[src/design/dmc_pkg.sv]
// Shared types and constants for the direct-mapped cache.
package dmc_pkg;

	localparam int LINES        = 8;
	localparam int LINE_BYTES   = 16;
	localparam int MEMORY_BYTES = 4096;
	localparam int ADDR_W       = 12;
	localparam int WORD_W       = $clog2(LINE_BYTES);
	localparam int LINE_W       = $clog2(LINES);
	localparam int TAG_W        = ADDR_W - WORD_W - LINE_W;
	localparam int MEM_AW       = $clog2(MEMORY_BYTES);
	localparam int LINE_MEM_AW  = LINE_W + WORD_W;
	localparam int QPTR_W       = 1;
	localparam int QUEUE_DEPTH  = 2 ** QPTR_W;

	localparam logic [7:0] PENALTY_RESET = 8'd20;

	typedef enum logic {
		OP_LOAD   = 1'b0,
		OP_ACCESS = 1'b1
	} op_t;

	typedef struct packed {
		logic              opcode;
		logic [ADDR_W-1:0] address;
		logic [7:0]        load_byte;
	} req_t;

	typedef struct packed {
		logic        hit;
		logic [7:0]  read_byte;
		logic [15:0] miss_total;
		logic [31:0] elapsed_time;
	} rsp_t;

	typedef struct packed {
		op_t               op;
		logic [TAG_W-1:0]  tag;
		logic [LINE_W-1:0] line;
		logic [WORD_W-1:0] word;
		logic [MEM_AW-1:0] mem_addr;
		logic [7:0]        load_byte;
	} cmd_t;

	typedef struct packed {
		logic push;
		logic full;
	} qctl_t;

	typedef enum logic [2:0] {
		BK_IDLE,
		BK_EXEC,
		BK_FILL,
		BK_READ,
		BK_RESP
	} bk_state_t;

endpackage

[src/design/dmc_queue.sv]
// Short command queue between front end and back end.
module dmc_queue (
	input  logic           clk,
	input  logic           arst_n,
	input  dmc_pkg::qctl_t qctl,
	input  dmc_pkg::cmd_t  push_data,
	output logic           full,
	input  logic           pop,
	output logic           empty,
	output dmc_pkg::cmd_t  head
);

	dmc_pkg::cmd_t ent_q [dmc_pkg::QUEUE_DEPTH];
	logic [dmc_pkg::QPTR_W-1:0] wr_ptr_q;
	logic [dmc_pkg::QPTR_W-1:0] rd_ptr_q;
	logic [dmc_pkg::QPTR_W:0]   count_q;

	assign full  = count_q[dmc_pkg::QPTR_W];
	assign empty = (count_q == '0);
	assign head  = ent_q[rd_ptr_q];

	always_ff @(posedge clk or negedge arst_n) begin
		if (!arst_n) begin
			wr_ptr_q <= '0;
			rd_ptr_q <= '0;
			count_q  <= '0;
		end else begin
			if (qctl.push)
				wr_ptr_q <= wr_ptr_q + 1'b1;
			if (pop)
				rd_ptr_q <= rd_ptr_q + 1'b1;
			if (qctl.push && !pop)
				count_q <= count_q + 1'b1;
			else if (pop && !qctl.push)
				count_q <= count_q - 1'b1;
		end
	end

	always_ff @(posedge clk) begin
		if (qctl.push)
			ent_q[wr_ptr_q] <= push_data;
	end

endmodule

[config.mk]
export PLATFORM = sky130hd
export DESIGN_NAME = dmc_queue
export DESIGN_NICKNAME = d
export VERILOG_FILES = /design/src/design/dmc_pkg.sv /design/src/design/dmc_queue.sv
export SDC_FILE = /design/constraint.sdc
export NUM_CORES = 1
export LEC_CHECK = 0
export ABC_AREA = 1
export BUFFER_PORTS_ARGS = -buffer_cell sky130_fd_sc_hd__buf_2
export CAP_MARGIN = 20
export CORE_MARGIN = 1
export CORE_UTILIZATION = 52
export DETAILED_ROUTE_END_ITERATION = 10
export HOLD_SLACK_MARGIN = 0.06
export PLACE_DENSITY_LB_ADDON = 0.15
export REMOVE_ABC_BUFFERS = 1
export SETUP_SLACK_MARGIN = 0.02
export SLEW_MARGIN = 10
export SYNTH_ARGS = -nofsm -noshare
export SYNTH_HDL_FRONTEND = slang
export SYNTH_SLANG_ARGS = --single-unit
[constraint.sdc]
create_clock -name clk -period 3.2 [get_ports clk]
set_input_delay 0.32 -clock clk [delete_from_list [all_inputs] [get_ports clk]]
set_output_delay 0.32 -clock clk [all_outputs]
set_load 0.02 [all_outputs]
==> impl_metrics.yaml <==
setup_path:
  reg2reg_to: "ent_q[1][0]"
  worstPathMaxFanout: 17
  crit_path_end: "head[20]"
  r2r_slack_ns: 1.52
  critPathSlowestCell: "dfrtp_2"
  r2r_start: "wr_ptr_q"
  path_depth: 3
  worstSetupStartpoint: "rd_ptr_q"
  cp.required_ns: 2.88
  slowest_delay_ns: 0.71
  cp_cell_sequence: "buf_4 > mux2_2 > buf_2"
  crit_path_end_kind: "primary output"
  worst-path-buf-inv: 2
  critPathKind: "register to primary output"
  r2r_cells: 3
  start_kind: "register"
  cp_top_family: "flip-flops"
  cp_data_arrival_time_ns: 1.87
sta:
  hold_ws_ns: 0.181
  period_minus_slack_ns: 2.19
  tightestPinTransition_ns: 0.970
  final.setup.tns_ns: 0
  slew_viol_final: 0
  hold_violations: 0
  relSlewSlack: 0.352
  worst_clock_skew_ns: 0.00342
  setup_viol: 0
  fmax_mhz: 457
  fin_crit_sh: 0.684
  rsz0062_at_grt: "no"
pwr:
  p_seq_frac: 0.465
  leakage_nw: 1.37
  swShare: 0.322
  p_comb_frac: 0.346
  power_switching_mw: 0.928
  powerDensity_nw_per_um2: 875
  clockPowerShare: 0.189
  ir_drop_mv: 0.776
  internal-power_mw: 1.95
placement:
  gp_congestion: 0.657
  hpwl_mm: 2.77
  io_buffers: 71
clock_network:
  cts.htree.levels: 3
  cts_resized: 0
  clockBufferDepth: 2
  postCtsHoldBufs: 1
  clockRootBuffer: "clkbuf_8"
  postCtsSetupBuffers: 0
  path_clk_slew_ns: 0.07
  numCtsBuffers: 9
  insertion_delay_ns: 0.32
  cts_tree: "yes"
  clkSinkCount: 70
floorplanning:
  start_util: 0.539
  die_w_um: 74.5
  io_pins: 73
  die_y_um: 74.5
  die-area_um2: 5560
  num_rows: 26
  core_um2: 5070
synth:
  ys_seq_elements: 70
  syn_inst: 127
  syn-cell-area_um2: 2740
  synth.distinct_cells: 14
  ys_warn_count: 0
  ys_seq_area_frac: 0.761
  postSynthAreaPerCell_um2: 21.5
routing:
  drt_first_pass_iters: 4
  avgViaCountPerCell: 4.76
  routed_wl_mm: 4.10
  ant_nets: 0
  routedWlPerCell_um: 14.5
  drc: 0
  drt_iter0_markers: 85
  via_count: 1343
finish:
  area_growth_pct: 20.3
  n_fill_cell: 399
  final_layout_size_suffix_gt1_frac: 0.561
  diodes: 0
  nets: 248
  multi_input_area_um2: 564
  seq_area_um2: 2080
status:
  status: "completed"
global_route:
  grt.total_usage: 0.158
  grt_max_degree: 34
  grt_pass1_vias: 1356
  grt_antenna_before_repair: 0
  grt_overflow: 0
  grt_pass1_wl_mm: 6.10
min_path:
  hold_path_class: "primary input to register"
run:
  drv_cap: 0
[cells in the mapped netlist]
cell,count,area share
mux2_4,29,0.16
buf_12,3,0.022
xnor2_1,1,0.0032
nor2_1,2,0.0027
ha_1,1,0.0046
xor2_1,2,0.0064
mux2_2,4,0.016
buf_6,1,0.0041
nand4_1,1,0.0023
edfxtp_1,66,0.72
inv_1,7,0.0096
nand3_1,1,0.0018
dfrtp_1,4,0.037
nand2_1,5,0.0069
[area by class of cell]
cell class	instances	share of cell area
sequential	70	0.633
multi-input combinational	46	0.171
timing repair buffer	75	0.118
clock buffer	10	0.0388
tap	70	0.0266
inverter	7	0.00798
clock inverter	4	0.00494
[layer usage]
layer	track usage	vias up	part of all wire	wire length, um
met5	0	-	0	0
met4	0.101	0	0.020	84
met3	0.0501	8	0.062	255
met2	0.262	47	0.51	2080
met1	0.178	642	0.41	1680
li1	-	646	-	-
[stage by stage]
stage,instance area (um2),util,setup WS [ns],power [mW],cells
floorplan,2670,-,0.970,2.07,123
global placement,3140,0.619,1.36,2.34,267
detailed placement,3140,0.619,1.33,2.37,267
CTS,3290,0.649,0.973,2.91,282
global route,3290,0.649,0.894,3.03,282
finish,3290,0.649,1.01,2.88,282
[power by group through the flow]
stage	combinational [mW]	sequential, mW	clock [mW]
after floorplan	0.694	1.38	0
after global placement	0.994	1.35	0
after detailed placement	1.01	1.36	0
after CTS	1.01	1.34	0.555
after global routing	1.07	1.36	0.596
final	0.996	1.34	0.545
[cells by family after synthesis]
logic type / Yosys count / synth area share
multiplexers: 33 / 0.176
flip-flops: 70 / 0.761
XOR/XNOR: 3 / 0.00960
AND/OR/NAND/NOR: 9 / 0.0137
buffers and inverters: 11 / 0.0357
adder cells (fa/ha/maj): 1 / 0.00457
[sequential cells by signal, summed over array words and instances, names as in the netlist]
name      flops
ent_q        66
count_q       2
rd_ptr_q      1
wr_ptr_q      1
[cell usage in the layout (no fill, tap or decap)]
cell           count
nand4_1            1
xnor2_1            1
nand2_1            5
buf_2             71
clkbuf_1           1
clkinv_2           1
ha_1               1
xor2_1             2
nor2_4             1
mux2_4            29
buf_4              3
dfrtp_1            3
edfxtp_1          66
dlygate4sd3_1      1
clkbuf_8           9
clkinv_1           3
nor2_1             1
nand3_1            1
mux2_2             4
dfrtp_2            1
inv_1              7
[how the worst min path moves through the flow]
| stage | slack [ns] | end | from | depth (start not counted) |
|---|---|---|---|---|
| 3_5_place_dp | 0.13 | count_q[1] | arst_n | 1 |
| 2_1_floorplan | 0.02 | count_q[0] | arst_n | 0 |
| 6_report | 0.18 | ent_q[0][17] | push_data[17] | 1 |
| 3_3_place_gp | 0.13 | count_q[1] | arst_n | 1 |
| 5_1_grt | 0.16 | ent_q[0][17] | push_data[17] | 1 |
| 4_1_cts | 0.17 | ent_q[1][32] | push_data[32] | 1 |
No activity file was read; power rests on OpenSTA's default activity.
